--- config.mk ---
export PLATFORM = sky130hd
export DESIGN_NAME = three_level_priority_queue_unit
export DESIGN_NICKNAME = d
export VERILOG_FILES = /design/src/sv/qpq_pkg.sv /design/src/sv/three_level_priority_queue_unit.sv /design/src/sv/qpq_ctrl.sv /design/src/sv/qpq_datapath.sv
export SDC_FILE = /design/constraint.sdc
export NUM_CORES = 1
export LEC_CHECK = 0
export BUFFER_PORTS_ARGS = -buffer_cell sky130_fd_sc_hd__clkbuf_2
export CORE_MARGIN = 1.5
export CORE_UTILIZATION = 59
export DETAILED_ROUTE_END_ITERATION = 6
export GPL_TIMING_DRIVEN = 0
export PLACE_DENSITY = 0.74
export REMOVE_ABC_BUFFERS = 1
export SLEW_MARGIN = 25
export SYNTH_ARGS = -nofsm -noshare
export SYNTH_HDL_FRONTEND = slang
export SYNTH_SLANG_ARGS = --single-unit
--- constraint.sdc ---
create_clock -name clk -period 7.1 [get_ports clk]
set_clock_uncertainty 0.2 [all_clocks]
set_input_delay 1.42 -clock clk [delete_from_list [all_inputs] [get_ports clk]]
set_output_delay 1.42 -clock clk [all_outputs]
set_load 0.03 [all_outputs]
--- src/sv/qpq_pkg.sv ---
`timescale 1ns / 1ps
`default_nettype none

package qpq_pkg;

    localparam int DEPTH = 16;
    localparam int CNT_W = $clog2(DEPTH + 1);
    localparam int OCC_W = 5;

    localparam logic CMD_ENQ = 1'b0;
    localparam logic CMD_DEQ = 1'b1;

    localparam logic [1:0] ST_DONE      = 2'd0;
    localparam logic [1:0] ST_OVERFLOW  = 2'd1;
    localparam logic [1:0] ST_UNDERFLOW = 2'd2;

    localparam logic [1:0] PRI_NONE = 2'd0;
    localparam logic [1:0] PRI_HIGH = 2'd1;

    typedef struct packed {
        logic       cmd;
        logic [1:0] priority_req;
        logic [6:0] age;
        logic [7:0] tag;
    } in_item_t;

    typedef struct packed {
        logic [1:0]       status;
        logic [1:0]       out_priority;
        logic [6:0]       out_age;
        logic [7:0]       out_tag;
        logic [OCC_W-1:0] occupancy;
    } out_item_t;

    typedef struct packed {
        logic [1:0] pri;
        logic [6:0] age;
        logic [7:0] tag;
    } entry_t;

    typedef struct packed {
        logic capture;
        logic execute;
    } dp_cmd_t;

    typedef enum logic {
        FSM_IDLE,
        FSM_EXEC
    } fsm_state_t;

endpackage

`default_nettype wire

--- src/sv/three_level_priority_queue_unit.sv ---
// Three-level priority queue of up to 16 records (priority 1 high .. 3 low,
// 7-bit age, 8-bit tag). Records of equal priority leave in arrival order.
//
// Input channel in_valid/in_ready/in_item: cmd 0 enqueues, cmd 1 dequeues
// the front record. Every item yields exactly one result item on
// out_valid/out_ready/out_item: status (done, overflow, underflow), the
// dequeued record (zeros otherwise) and the occupancy after the operation.
//
// Each item has a capture step and then an update step, in which all 16
// cells compare against the new priority and shift in parallel and the
// result register is written. The next item is taken while a result waits
// in the output register; a stalled receiver holds the update until that
// register drains, and no item is lost. No new item is taken before the
// update of the last one.
//
// Reset clears the occupancy and the handshake state; record cells are not
// cleared and are never read before being written.
`timescale 1ns / 1ps
`default_nettype none

module three_level_priority_queue_unit
    import qpq_pkg::*;
(
    input  wire logic      clk,
    input  wire logic      rst_n,
    input  wire logic      in_valid,
    output logic           in_ready,
    input  wire in_item_t  in_item,
    output logic           out_valid,
    input  wire logic      out_ready,
    output out_item_t      out_item
);

    dp_cmd_t dp_cmd;

    qpq_ctrl u_ctrl (
        .clk       (clk),
        .rst_n     (rst_n),
        .in_valid  (in_valid),
        .in_ready  (in_ready),
        .out_valid (out_valid),
        .out_ready (out_ready),
        .dp_cmd    (dp_cmd)
    );

    qpq_datapath u_datapath (
        .clk      (clk),
        .rst_n    (rst_n),
        .dp_cmd   (dp_cmd),
        .in_item  (in_item),
        .out_item (out_item)
    );

endmodule

`default_nettype wire

--- src/sv/qpq_ctrl.sv ---
`timescale 1ns / 1ps
`default_nettype none

module qpq_ctrl
    import qpq_pkg::*;
(
    input  wire logic    clk,
    input  wire logic    rst_n,
    input  wire logic    in_valid,
    output logic         in_ready,
    output logic         out_valid,
    input  wire logic    out_ready,
    output dp_cmd_t      dp_cmd
);

    fsm_state_t state_reg;
    fsm_state_t state_next;
    logic       out_valid_reg;
    logic       out_valid_next;

    always_ff @(posedge clk or negedge rst_n)
    begin
        if (!rst_n)
        begin
            state_reg     <= FSM_IDLE;
            out_valid_reg <= 1'b0;
        end
        else
        begin
            state_reg     <= state_next;
            out_valid_reg <= out_valid_next;
        end
    end

    always_comb
    begin
        state_next      = state_reg;
        in_ready        = 1'b0;
        dp_cmd.capture  = 1'b0;
        dp_cmd.execute  = 1'b0;
        out_valid_next  = out_valid_reg && !out_ready;
        unique case (state_reg)
            FSM_IDLE:
            begin
                in_ready       = 1'b1;
                dp_cmd.capture = in_valid;
                if (in_valid)
                begin
                    state_next = FSM_EXEC;
                end
            end
            FSM_EXEC:
            begin
                // result slot free or draining this cycle
                if (!out_valid_reg || out_ready)
                begin
                    dp_cmd.execute = 1'b1;
                    out_valid_next = 1'b1;
                    state_next     = FSM_IDLE;
                end
            end
            default:
            begin
                state_next = FSM_IDLE;
            end
        endcase
    end

    assign out_valid = out_valid_reg;

endmodule

`default_nettype wire

--- src/sv/qpq_datapath.sv ---
`timescale 1ns / 1ps
`default_nettype none

module qpq_datapath
    import qpq_pkg::*;
(
    input  wire logic     clk,
    input  wire logic     rst_n,
    input  wire dp_cmd_t  dp_cmd,
    input  wire in_item_t in_item,
    output out_item_t     out_item
);

    in_item_t           op_reg;
    entry_t             cells_reg [DEPTH];
    entry_t             cells_next [DEPTH];
    entry_t             cells_up [DEPTH];
    entry_t             cells_dn [DEPTH];
    logic [CNT_W-1:0]   count_reg;
    logic [CNT_W-1:0]   count_next;
    out_item_t          res_reg;
    out_item_t          res_next;
    logic [DEPTH-1:0]   stay;
    logic [DEPTH-1:0]   stay_prev;
    logic [1:0]         pri_eff;
    entry_t             new_entry;
    logic               full;
    logic               empty;

    assign full      = (count_reg == CNT_W'(DEPTH));
    assign empty     = (count_reg == '0);
    assign pri_eff   = (op_reg.priority_req == PRI_NONE) ? PRI_HIGH : op_reg.priority_req;
    assign new_entry = '{pri: pri_eff, age: op_reg.age, tag: op_reg.tag};

    // stored entries of equal or more urgent priority keep their cell
    genvar g;
    generate
        for (g = 0; g < DEPTH; g++)
        begin : g_cell
            assign stay[g] = (CNT_W'(g) < count_reg) && (cells_reg[g].pri <= pri_eff);
            if (g == 0)
            begin : g_first
                assign cells_up[g]  = new_entry;
                assign stay_prev[g] = 1'b1;
            end
            else
            begin : g_rest
                assign cells_up[g]  = cells_reg[g-1];
                assign stay_prev[g] = stay[g-1];
            end
            if (g == DEPTH - 1)
            begin : g_last
                assign cells_dn[g] = cells_reg[g];
            end
            else
            begin : g_mid
                assign cells_dn[g] = cells_reg[g+1];
            end
        end
    endgenerate

    always_comb
    begin
        cells_next = cells_reg;
        count_next = count_reg;
        res_next   = '0;
        unique case (op_reg.cmd)
            CMD_ENQ:
            begin
                if (full)
                begin
                    res_next.status = ST_OVERFLOW;
                end
                else
                begin
                    for (int i = 0; i < DEPTH; i++)
                    begin
                        if (stay[i])
                        begin
                            cells_next[i] = cells_reg[i];
                        end
                        else if (stay_prev[i])
                        begin
                            cells_next[i] = new_entry;
                        end
                        else
                        begin
                            cells_next[i] = cells_up[i];
                        end
                    end
                    count_next      = count_reg + CNT_W'(1);
                    res_next.status = ST_DONE;
                end
            end
            CMD_DEQ:
            begin
                if (empty)
                begin
                    res_next.status = ST_UNDERFLOW;
                end
                else
                begin
                    cells_next            = cells_dn;
                    count_next            = count_reg - CNT_W'(1);
                    res_next.status       = ST_DONE;
                    res_next.out_priority = cells_reg[0].pri;
                    res_next.out_age      = cells_reg[0].age;
                    res_next.out_tag      = cells_reg[0].tag;
                end
            end
            default:
            begin
                res_next.status = ST_DONE;
            end
        endcase
        res_next.occupancy = OCC_W'(count_next);
    end

    always_ff @(posedge clk or negedge rst_n)
    begin
        if (!rst_n)
        begin
            count_reg <= '0;
        end
        else if (dp_cmd.execute)
        begin
            count_reg <= count_next;
        end
    end

    always_ff @(posedge clk)
    begin
        if (dp_cmd.capture)
        begin
            op_reg <= in_item;
        end
        if (dp_cmd.execute)
        begin
            cells_reg <= cells_next;
            res_reg   <= res_next;
        end
    end

    assign out_item = res_reg;

endmodule

`default_nettype wire

======== After elaboration in Yosys (flattened, before gate mapping) ========
Index checks and enable logic that the tools add are counted.
cells by class
  bitwise operators ....................... 2
  equal/unequal tests ..................... 19
  reductions and logical operators ........ 39
  multiplexer cells ....................... 50
  magnitude comparators ................... 32
  $add $sub $neg .......................... 2
operators with widths
  kind                                                                 count
  272-bit 2-to-1 mux                                                   2
  272-bit case mux with 2 select lines                                 1
  17-bit 2-to-1 mux                                                    31
  4-bit AND reduction                                                  16
  4-bit by 5-bit < comparator with 1-bit output, first input constant  8
  2-bit inequality test, second input constant                         18
  2-bit <= comparator                                                  16
  3-bit by 5-bit < comparator with 1-bit output, first input constant  4
  1-bit logical AND                                                    17
  1-bit by 5-bit < comparator with 1-bit output, first input constant  2
  2-bit by 5-bit < comparator with 1-bit output, first input constant  2
  5-bit 2-to-1 mux                                                     2
  5-bit case mux with 2 select lines                                   1
  1-bit 2-to-1 mux                                                     9
  5-bit by 1-bit adder with 5-bit output, second input constant        1
  5-bit equality test, second input constant                           1
  5-bit logical NOT                                                    1
  5-bit by 1-bit subtractor with 5-bit output, second input constant   1
  2-bit 2-to-1 mux                                                     2
  2-bit case mux with 2 select lines                                   1
  1-bit logical NOT                                                    2
  2-bit logical NOT                                                    1
  1-bit NOT                                                            2
  1-bit case mux with 2 select lines                                   1
  2 further kinds                                                      2
storage, ports and cells
  word-level logic and storage cells ...... 204
  bits in registers ....................... 321
  output and inout bits ................... 26

======== Longest topological paths before layout ========
Gate-level depths: netlist of run 1.
  depth in word-level cells ............... 8
  mapped depth ............................ 8
  mapped depth without buffers ............ 6

======== By module ========
From an unflattened synthesis of run 1, not the netlist that was laid out.
second synthesis, totals
  cells, all modules ...................... 1632
  area, all modules ....................... 17314.1 um^2
by module, submodules not included
  module        cells each  area each (um^2)  instances
  qpq_datapath  1624        17220.3           1
  qpq_ctrl      8           93.8              1

======== Worst setup path before layout of run 1 ========
No wires, ideal clock.
  path type ............................... input-to-reg
  start point ............................. in out_ready
  end point ............................... reg u_datapath.cells_reg, in the netlist u_datapath.cells_dn[187], enable pin
  arrival time ............................ 3961 ps
  path buffers ............................ 1
  path slack .............................. 2522 ps
  stages on the path ...................... 6
  cells stage by stage .................... nand2b_1 nand2_1 clkinv_1 and2_0 clkbuf_1 a21boi_0
RTL lines
  item                    line                                   source
  start: declaration      three_level_priority_queue_unit.sv:30  input wire logic out_ready,
  end signal: assignment  qpq_datapath.sv:139                    cells_reg <= cells_next;
  end: declaration        qpq_datapath.sv:15                     entry_t cells_reg [DEPTH];

======== Final worst setup path of run 1 ========
  start point ............................. reg u_datapath.op_reg[16] (netlist bit)
  end point ............................... reg u_datapath.cells_reg, in the netlist u_datapath.cells_dn[197], enable pin
on the way
  longest elaborated chain between the ends .. 6
ends and longest elaborated chain
  item                                        line                 source
  start: declaration                          qpq_datapath.sv:14   in_item_t op_reg;
  start signal: assignment                    qpq_datapath.sv:135  op_reg <= in_item;
  2-bit logical NOT                           qpq_datapath.sv:32   assign pri_eff = (op_reg.priority_req == PRI_NONE) ? PRI_HIGH : op_reg.priority_req;
  2-bit 2-to-1 mux (*)                        qpq_datapath.sv:32
  2-bit <= comparator (*)                     qpq_datapath.sv:40   assign stay[g] = (CNT_W'(g) < count_reg) && (cells_reg[g].pri <= pri_eff);
  1-bit logical AND (*)                       qpq_datapath.sv:40
  2-bit inequality test (no source line) (*)  --
  4-bit AND reduction (no source line) (*)    --
Mark *: on every way between the ends. The rest lies on a longest branch, timed or not.
A chain may end at the register's enable or synchronous reset.

==> results of run 1 <==
worst max-delay path, stage by stage (launching register included):
cell and delay [ps]:
edfxtp_1 420, inv_2 520, ha_1 370, nor2b_1 140, o21ai_2 660, and2_0 880, a21boi_2 370, buf_6 260
layer usage:
| layer | wire [um] | part of all wire [%] | global-route usage (%) | vias to the layer above |
|---|---|---|---|---|
| met5 | 0 | 0 | 0 | - |
| met4 | 2110 | 4.2 | 13.6 | 0 |
| met3 | 5700 | 11 | 5.58 | 134 |
| met2 | 23800 | 47 | 53.3 | 951 |
| met1 | 19100 | 38 | 46.8 | 6787 |
| li1 | - | - | - | 6044 |
cells by family after synthesis:
logic type | count (synthesis)
flip-flops | 321
buffers and inverters | 314
AND/OR/NAND/NOR | 612
adder cells (fa/ha/maj) | 36
AO/OA/AOI/OAI | 327
multiplexers | 17
XOR/XNOR | 3
power breakdown:
part / switching [mW] / internal [mW] / total [mW]
Combinational: 2.82 / 1.22 / 4.05
Clock: 0.778 / 0.929 / 1.71
Sequential: 0.478 / 3.39 / 3.87
cell usage in the layout (no fill, tap or decap), types with 4 or more instances in the layout:
master	Yosys	final
mux2i_1	16	16
a21boi_2	0	12
nand3_1	223	223
nand2_1	288	288
and3_1	18	18
nor2b_1	34	18
o21ai_0	14	14
o21ai_2	1	17
clkbuf_16	0	35
nand2b_1	5	4
a21oi_1	24	24
inv_1	156	155
a221o_1	16	16
o221ai_1	90	90
buf_8	0	17
dfrtp_1	7	7
clkinv_1	2	6
o311ai_1	28	28
buf_16	0	4
nor2_1	11	10
nor2b_2	0	12
nor2b_4	0	4
clkbuf_2	1	47
buf_6	6	20
o311ai_0	105	105
clkinv_2	0	8
ha_1	36	36
and2_1	12	13
edfxtp_1	314	314
clkbuf_1	114	10
final cells by class:
| cell class | instances | area, um2 | share of cell area (%) |
|---|---|---|---|
| clock inverters | 18 | 100 | 0.529 |
| flip-flops and latches | 321 | 9600 | 50.8 |
| inverters | 158 | 598 | 3.16 |
| repair buffers | 88 | 826 | 4.37 |
| well taps | 384 | 480 | 2.54 |
| clock buffers | 46 | 927 | 4.90 |
| multi-input cells | 995 | 6370 | 33.7 |
worst min path at each step:
stage	end	from	slack, ps
CTS	u_ctrl.out_valid	u_ctrl.out_valid	310
floorplan	u_ctrl.state_reg	u_ctrl.state_reg	310
global route	u_ctrl.out_valid	u_ctrl.out_valid	340
global placement	u_ctrl.out_valid	u_ctrl.out_valid	290
detailed placement	u_ctrl.out_valid	u_ctrl.out_valid	300
finish	u_ctrl.out_valid	u_ctrl.out_valid	320
==> out/results.txt, run 1 <==
outcome -> completed
main combinational cell family by area after synthesis -> simple AND/OR/NAND/NOR gates
Peak VDD IR -> 0.000309 V
ant diodes -> 0
I/O pin total -> 48
htree depth -> 2
RSZ-0062 raised after global routing -> no
drt pass-1 iters -> 6
max-cap violations -> 0
Worst EP required -> 7190 ps
r2r worst-path depth -> 7
GR Overflow Total -> 0
post-synth top area share -> 55.4%
Mapped Area -> 17000 um2
routed wire length -> 50700 um
Worst R2R Setup Slack -> 3020 ps
mux share of post-synthesis cell area -> 1.01%
Max-Slew Margin vs Limit -> 30.0%
Area Overhead vs Synth -> 11.0%
Net count, final -> 1657
total track usage -> 33.7%
DR WL/cell -> 25.2 um
Synth area leaders -> edfxtp_1 55%, nand3_1 6.6%, nand2_1 6.3%
Via density -> 6.92
1st-iter DRT viols -> 2258
Slew @ Worst Pin -> 1050 ps
Hold Path Class -> reg2reg
# hold bufs at CTS -> 0
Row Count -> 62
clock buffer depth -> 3
dpl ws -> 2170 ps
max reg flops -> 255
DP Cell Count -> 1946
Min Clock Period, post-route -> 4080 ps
largest net degree at the start of global routing -> 98
Routed Antenna Nets -> 0
Synth area leader -> edfxtp_1
EDFF count, synth -> 314
final period utilization -> 57.5%
first-pass GRT wire length -> 77800 um
Worst-Skew Late Latency -> 530 ps
drc violations -> 0
minimum hold slack -> 316 ps
WP data arrival -> 4170 ps
CTS tree -> built
clock root cell -> clkbuf_16
die span in x -> 173 um
Synth Area in Adders -> 2.64%
Critical Path Source Type -> flop
Final Total Pwr -> 9.62 mW
Synth Area in Simple Gates -> 16.7%
max-slew violations -> 0
Mapped Cells -> 1630
final core occ -> 66.2%
Initial Utilization -> 59.7%
Max Fclk -> 245 MHz
Placed Area -> 17900 um2
vias in the first global route -> 13100
Main synth FF type -> edfxtp_1
post-DP HPWL -> 33200 um
Post-CTS Setup Bufs -> 0
CTS buffer count -> 35
Synth Area in Compound Gates -> 15.7%
full die area -> 29900 um2
synth warn -> 0
Min-Delay Path Depth -> 2
Worst Setup SP -> u_datapath.op_reg[16]
# setup viols final -> 0
most frequent cell after synthesis -> edfxtp_1
P_leak -> 7.04 nW
initial antenna violation count -> 0
Sum Neg Setup Slack -> 0 ps
CP Max Fanout -> 18
Fillers -> 2224
Post-synth ARST share -> 2.18%
clock sinks -> 321
Clock Pin Slew Worst Setup and Hold Paths -> 60 ps
via count -> 13900
post-synthesis sequential area ratio -> 56.4%
post-route cell area -> 18900 um2
Critical Path Sink -> u_datapath.cells_dn[197]
core area -> 28500 um2
power per cell area -> 509 nW/um2
post-layout worst setup margin -> 3020 ps
post-CTS resize count -> 0
layout cells sized above 1 -> 12.4%
R2R Path End -> u_datapath.cells_dn[197]
Cell variety after synth -> 62
CP Capture Type -> flop
Fin. Hold Viols -> 0
synth cell count leaders -> 314 x edfxtp_1, 288 x nand2_1, 223 x nand3_1, 156 x inv_1, 114 x clkbuf_1
XOR/XNOR Fraction of Synth Area -> 0.154%
FF-to-FF Start -> u_datapath.op_reg[16]
Post-Syn Area per Cell -> 10.4 um2
register bit count reported by yosys -> 321
height of the die -> 173 um
WS Path Type -> reg2reg
RePlAce Congestion -> 0.838
final non-filler cell total -> 2010
IO Port Bufs -> 47
(Power assumes the default switching activity.)
==> run 2: changes to the inputs <==
--- a/config.mk
+++ b/config.mk
@@ -7,10 +7,10 @@
 export LEC_CHECK = 0
 export BUFFER_PORTS_ARGS = -buffer_cell sky130_fd_sc_hd__clkbuf_2
 export CORE_MARGIN = 1.5
-export CORE_UTILIZATION = 59
+export CORE_UTILIZATION = 57
 export DETAILED_ROUTE_END_ITERATION = 6
 export GPL_TIMING_DRIVEN = 0
-export PLACE_DENSITY = 0.74
+export PLACE_DENSITY = 0.75
 export REMOVE_ABC_BUFFERS = 1
 export SLEW_MARGIN = 25
 export SYNTH_ARGS = -nofsm -noshare
==> constraint.sdc (replaced) <==
create_clock -name clk -period 3.7 [get_ports clk]
set_clock_uncertainty 0.2 [all_clocks]
set_input_delay 0.74 -clock clk [delete_from_list [all_inputs] [get_ports clk]]
set_output_delay 0.74 -clock clk [all_outputs]
set_load 0.03 [all_outputs]
==> run 2 against run 1 <==
Effect of this change:
- non-clock buffer count grew 6
- total power increased by 98%
- sequential power increased by 93%
- clock-buffer cell count fell by 2
- final cell count rose by 0.65%
- combinational power up 95%
- critical path depth is 2 lower
- via count is 0.98% higher
==> out/results.txt, run 2 (synthesis results as in run 1) <==
RSZ-0062 raised after global routing -> no
via count -> 14100
I/O pin total -> 48
Row Count -> 63
max-slew violations -> 0
core area -> 29600 um2
Worst EP required -> 3780 ps
drt pass-1 iters -> 6
GR Overflow Total -> 0
final non-filler cell total -> 2023
Net count, final -> 1663
Max Fclk -> 274 MHz
Critical Path Source Type -> flop
routed wire length -> 51100 um
CP Capture Type -> flop
Hold Path Class -> in2reg
initial antenna violation count -> 1
largest net degree at the start of global routing -> 97
Clock Pin Slew Worst Setup and Hold Paths -> 60 ps
DR WL/cell -> 25.2 um
minimum hold slack -> 186 ps
Fin. Hold Viols -> 0
final core occ -> 64.8%
Peak VDD IR -> 0.000588 V
clock root cell -> clkbuf_16
RePlAce Congestion -> 0.840
CP Max Fanout -> 22
first-pass GRT wire length -> 77300 um
Min Clock Period, post-route -> 3650 ps
post-route cell area -> 19200 um2
CTS tree -> built
Routed Antenna Nets -> 0
WS Path Type -> reg2reg
FF+latch area -> 9600 um2
die span in x -> 176 um
Via density -> 6.95
post-DP HPWL -> 33400 um
most frequent cells in the layout -> 314 x edfxtp_1, 288 x nand2_1, 223 x nand3_1, 155 x inv_1, 105 x o311ai_0
1st-iter DRT viols -> 2238
full die area -> 30900 um2
Slew @ Worst Pin -> 1090 ps
power per cell area -> 996 nW/um2
drc violations -> 0
clock buffer depth -> 3
layout cells sized above 1 -> 13.5%
Placed Area -> 17900 um2
IO Port Bufs -> 47
outcome -> completed
Worst-Skew Late Latency -> 530 ps
vias in the first global route -> 13200
height of the die -> 176 um
Initial Utilization -> 57.6%
WP data arrival -> 3730 ps
final period utilization -> 98.5%
area of the multi-input gates -> 6390 um2
max reg flops -> 255
# setup viols final -> 0
DP Cell Count -> 1954
total track usage -> 32.8%
most common cell after layout, fill and taps aside -> edfxtp_1
P_leak -> 7.14 nW
Area Overhead vs Synth -> 12.5%
max-cap violations -> 0
Fillers -> 2205
htree depth -> 2
CTS buffer count -> 35
Max-Slew Margin vs Limit -> 27.4%
clock sinks -> 321
==> run 2: timing repair <==
item / CTS / global route
endpoints found under the setup margin: 105 / 155
resized for setup: 7 / 8
hold buffers: 1 / 0
setup buffers: 2 / 1
pin swaps: 1 / 0
hold endpoints to repair: 7 / 0
==> run 2: where the power goes <==
| part | total [mW] | leakage, nW | internal [mW] | switching [mW] |
|---|---|---|---|---|
| logic | 7.91 | 3.50 | 2.44 | 5.48 |
| registers | 7.45 | 3.05 | 6.50 | 0.944 |
| clock network | 3.73 | 0.577 | 2.24 | 1.48 |
| total | 19.1 | 7.14 | 11.2 | 7.90 |
==> run 2: metal layers <==
layer	vias up	global-route usage, %	part of all wire, %
li1	6058	-	-
met1	6852	45.9	38
met4	0	13.4	3.9
met3	137	5.84	11
met2	1006	50.7	46
met5	-	0	0
==> run 2: worst max-delay path: stages, from the launching register on <==
cell and delay (ps):
dfrtp_1 900, or2_1 630, or3_1 750, and2_2 590, a21boi_4 120, buf_12 180
==> run 2: worst paths after layout <==
kind | depth (start not counted) | from | to | slack [ps]
worst max-delay path | 5 | u_datapath.count_reg[4] | u_datapath.cells_reg[261] | 50
worst min-delay path | 1 | in_item[4] | u_datapath.cells_up[259] | 190
worst max register to register | 5 | u_datapath.count_reg[4] | u_datapath.cells_reg[261] | 50
worst min register to register | 2 | u_ctrl.out_valid | u_ctrl.out_valid | 360
max in group asynchronous | 2 | rst_n | u_datapath.count_reg[0] | 2700
min in group asynchronous | 2 | rst_n | u_datapath.count_reg[1] | 400
==> run 2: area by class of cell <==
| class | instances | share of cell area, % |
|---|---|---|
| Antenna cell | 2 | 0.0261 |
| Clock buffer | 44 | 4.75 |
| Clock inverter | 19 | 1.46 |
| Inverter | 158 | 3.12 |
| Multi-Input combinational cell | 995 | 33.4 |
| Sequential cell | 321 | 50.1 |
| Tap cell | 390 | 2.55 |
| Timing Repair Buffer | 94 | 4.63 |
==> run 2: per-stage QoR <==
stage | power, mW | setup WS (ps) | TNS (ps)
floorplan | 12.1 | -9660 | -4115570
global placement | 14.4 | -15690 | -7137330
detailed placement | 15.0 | -494 | -92840
CTS | 18.8 | 24.2 | 0
global route | 19.9 | 13.1 | 0
finish | 19.1 | 53.8 | 0
==> run 3: changes to the inputs <==
--- a/config.mk
+++ b/config.mk
@@ -15,4 +15,5 @@
 export SLEW_MARGIN = 25
 export SYNTH_ARGS = -nofsm -noshare
 export SYNTH_HDL_FRONTEND = slang
+export SYNTH_HIERARCHICAL = 1
 export SYNTH_SLANG_ARGS = --single-unit
==> run 3 against run 2 <==
Effect of this change:
- register-to-register slack improved by 100 ps
- hold slack got worse by 4.9 ps
- global-route usage decreased by 2.9 points
- critical path type unchanged
- highest routed layer unchanged
- critical path depth increased by 2
==> out/results.txt, run 3 <==
Mapped Area -> 17300 um2
Initial Utilization -> 58.1%
Max-Slew Margin vs Limit -> 36.0%
most common cell after layout, fill and taps aside -> edfxtp_1
Worst-Skew Late Latency -> 530 ps
synth cell count leaders -> 314 x edfxtp_1, 264 x nand2_1, 224 x nand3_1, 153 x inv_1, 110 x o311ai_0
Fillers -> 2263
Max Fclk -> 282 MHz
main combinational cell family by area after synthesis -> compound AO/OA/AOI/OAI gates
routed wire length -> 46600 um
layout cells sized above 1 -> 15.2%
clock sinks -> 321
Row Count -> 63
CTS buffer count -> 36
WS Path Type -> reg2reg
initial antenna violation count -> 0
Hold EP -> u_datapath/cells_up[266]
r2r worst-path depth -> 7
Via density -> 6.70
post-synthesis sequential area ratio -> 55.5%
WP data arrival -> 3610 ps
drc violations -> 0
GR Overflow Total -> 0
I/O pin total -> 48
P_leak -> 7.06 nW
XOR/XNOR Fraction of Synth Area -> 0.152%
RSZ-0062 raised after global routing -> no
clock buffer depth -> 3
Net count, final -> 1650
Worst Setup SP -> u_datapath/op_reg[16]
Main synth FF type -> edfxtp_1
Synth Area in Adders -> 2.60%
Min Clock Period, post-route -> 3540 ps
largest net degree at the start of global routing -> 109
Slew @ Worst Pin -> 955 ps
power per cell area -> 751 nW/um2
htree depth -> 2
most frequent cells in the layout -> 314 x edfxtp_1, 264 x nand2_1, 224 x nand3_1, 151 x inv_1, 110 x o311ai_0
Final Total Pwr -> 14.4 mW
EDFF count, synth -> 314
Routed Antenna Nets -> 0
Post-synth ARST share -> 2.18%
first-pass GRT wire length -> 72600 um
via count -> 13400
RePlAce Congestion -> 0.822
die span in x -> 177 um
core area -> 29800 um2
minimum hold slack -> 181 ps
1st-iter DRT viols -> 1681
total track usage -> 29.8%
Synth area leader -> edfxtp_1
Peak VDD IR -> 0.000514 V
clock root cell -> clkbuf_16
min-delay src -> in_item[11]
max-cap violations -> 0
Sum Neg Setup Slack -> 0 ps
Cell variety after synth -> 64
Area Overhead vs Synth -> 10.9%
Critical Path Source Type -> flop
R2R Path End -> u_datapath/cells_dn[98]
post-synth top area share -> 54.5%
Fin. Hold Viols -> 0
CTS tree -> built
Min-Delay Path Depth -> 1
Worst R2R Setup Slack -> 160 ps
CP Max Fanout -> 18
max reg flops -> 255
Mapped Cells -> 1632
synth warn -> 6
Post-Syn Area per Cell -> 10.6 um2
Worst EP required -> 3770 ps
outcome -> completed
register bit count reported by yosys -> 321
ant diodes -> 0
Synth Area in Simple Gates -> 16.3%
Synth area leaders -> edfxtp_1 54%, nand3_1 6.5%, nand2_1 5.7%
IO Port Bufs -> 47
max-slew violations -> 0
Synth Area in Compound Gates -> 16.3%
vias in the first global route -> 12900
final period utilization -> 95.8%
most frequent cell after synthesis -> edfxtp_1
drt pass-1 iters -> 6
DR WL/cell -> 23.2 um
FF-to-FF Start -> u_datapath/op_reg[16]
full die area -> 31400 um2
post-DP HPWL -> 31300 um
CP Capture Type -> flop
mux share of post-synthesis cell area -> 1.15%
# setup viols final -> 0
Clock Pin Slew Worst Setup and Hold Paths -> 60 ps
Hold Path Class -> in2reg
height of the die -> 177 um
==> run 3: repair_timing <==
action	in CTS	in global routing
setup buffers	0	3
setup endpoints to repair	146	190
resized for setup	10	10
hold buffers	1	0
hold endpoints to repair	7	0
gates cloned	0	0
==> run 3: layout make-up <==
class | count | area, um2 | share of cell area (%)
clock buffer | 44 | 952 | 4.96
clock inverter | 18 | 165 | 0.860
inverter | 154 | 589 | 3.07
multi-input combinational | 991 | 6560 | 34.2
sequential | 321 | 9600 | 50.0
tap | 390 | 488 | 2.54
timing repair buffer | 88 | 845 | 4.40
==> run 3: how the worst max path moves through the flow <==
| stage | endpoint | slack (ps) |
|---|---|---|
| global placement | u_datapath/cells_dn[250] | -18620 |
| CTS | u_datapath/cells_dn[44] | 20 |
| finish | u_datapath/cells_dn[98] | 160 |
| floorplan | u_datapath/cells_dn[238] | -10300 |
| detailed placement | u_datapath/cells_dn[75] | -290 |
| global route | u_datapath/cells_dn[141] | 0.5 |
==> run 3: per-layer routing <==
metal / routed length [um] / track usage, % / part of all wire, %
met5: 0 / 0 / 0
met4: 2170 / 14.5 / 4.7
met3: 3890 / 4.60 / 8.4
met2: 22300 / 48.6 / 48
met1: 18200 / 39.2 / 39
==> run 3: cell families after synthesis <==
group                      count (synthesis)
xor gates and xnor gates                   3
muxes                                     18
and+or+nand+nor                          601
adders and majority gates                 36
AOI/OAI and AO/OA                        333
DFF                                      321
buffers and inverters                    320
==> run 3: where the power goes <==
group | internal (mW) | switching [mW] | total, mW
sequential | 5.32 | 0.533 | 5.85
clock | 2.04 | 1.44 | 3.48
combinational | 1.53 | 3.56 | 5.09
==> run 3: through the flow <==
| step | cells | util (%) | area, um2 | setup slack, ps |
|---|---|---|---|---|
| global placement | 1903 | 57.8 | 17200 | -18620 |
| CTS | 2003 | 64.2 | 19100 | 21.3 |
| finish | 2006 | 64.5 | 19200 | 156 |
| detailed placement | 1940 | 60.4 | 18000 | -294 |
| global route | 2006 | 64.5 | 19200 | 0.546 |
| floorplan | 1466 | - | 16500 | -10300 |
==> run 3: critical path, stage by stage (launching register included) <==
cell	delay (ps)
edfxtp_1	410
clkinvlp_4	420
ha_1	460
nor2b_1	140
o21ai_2	630
and2_2	550
a21boi_2	210
buf_6	240
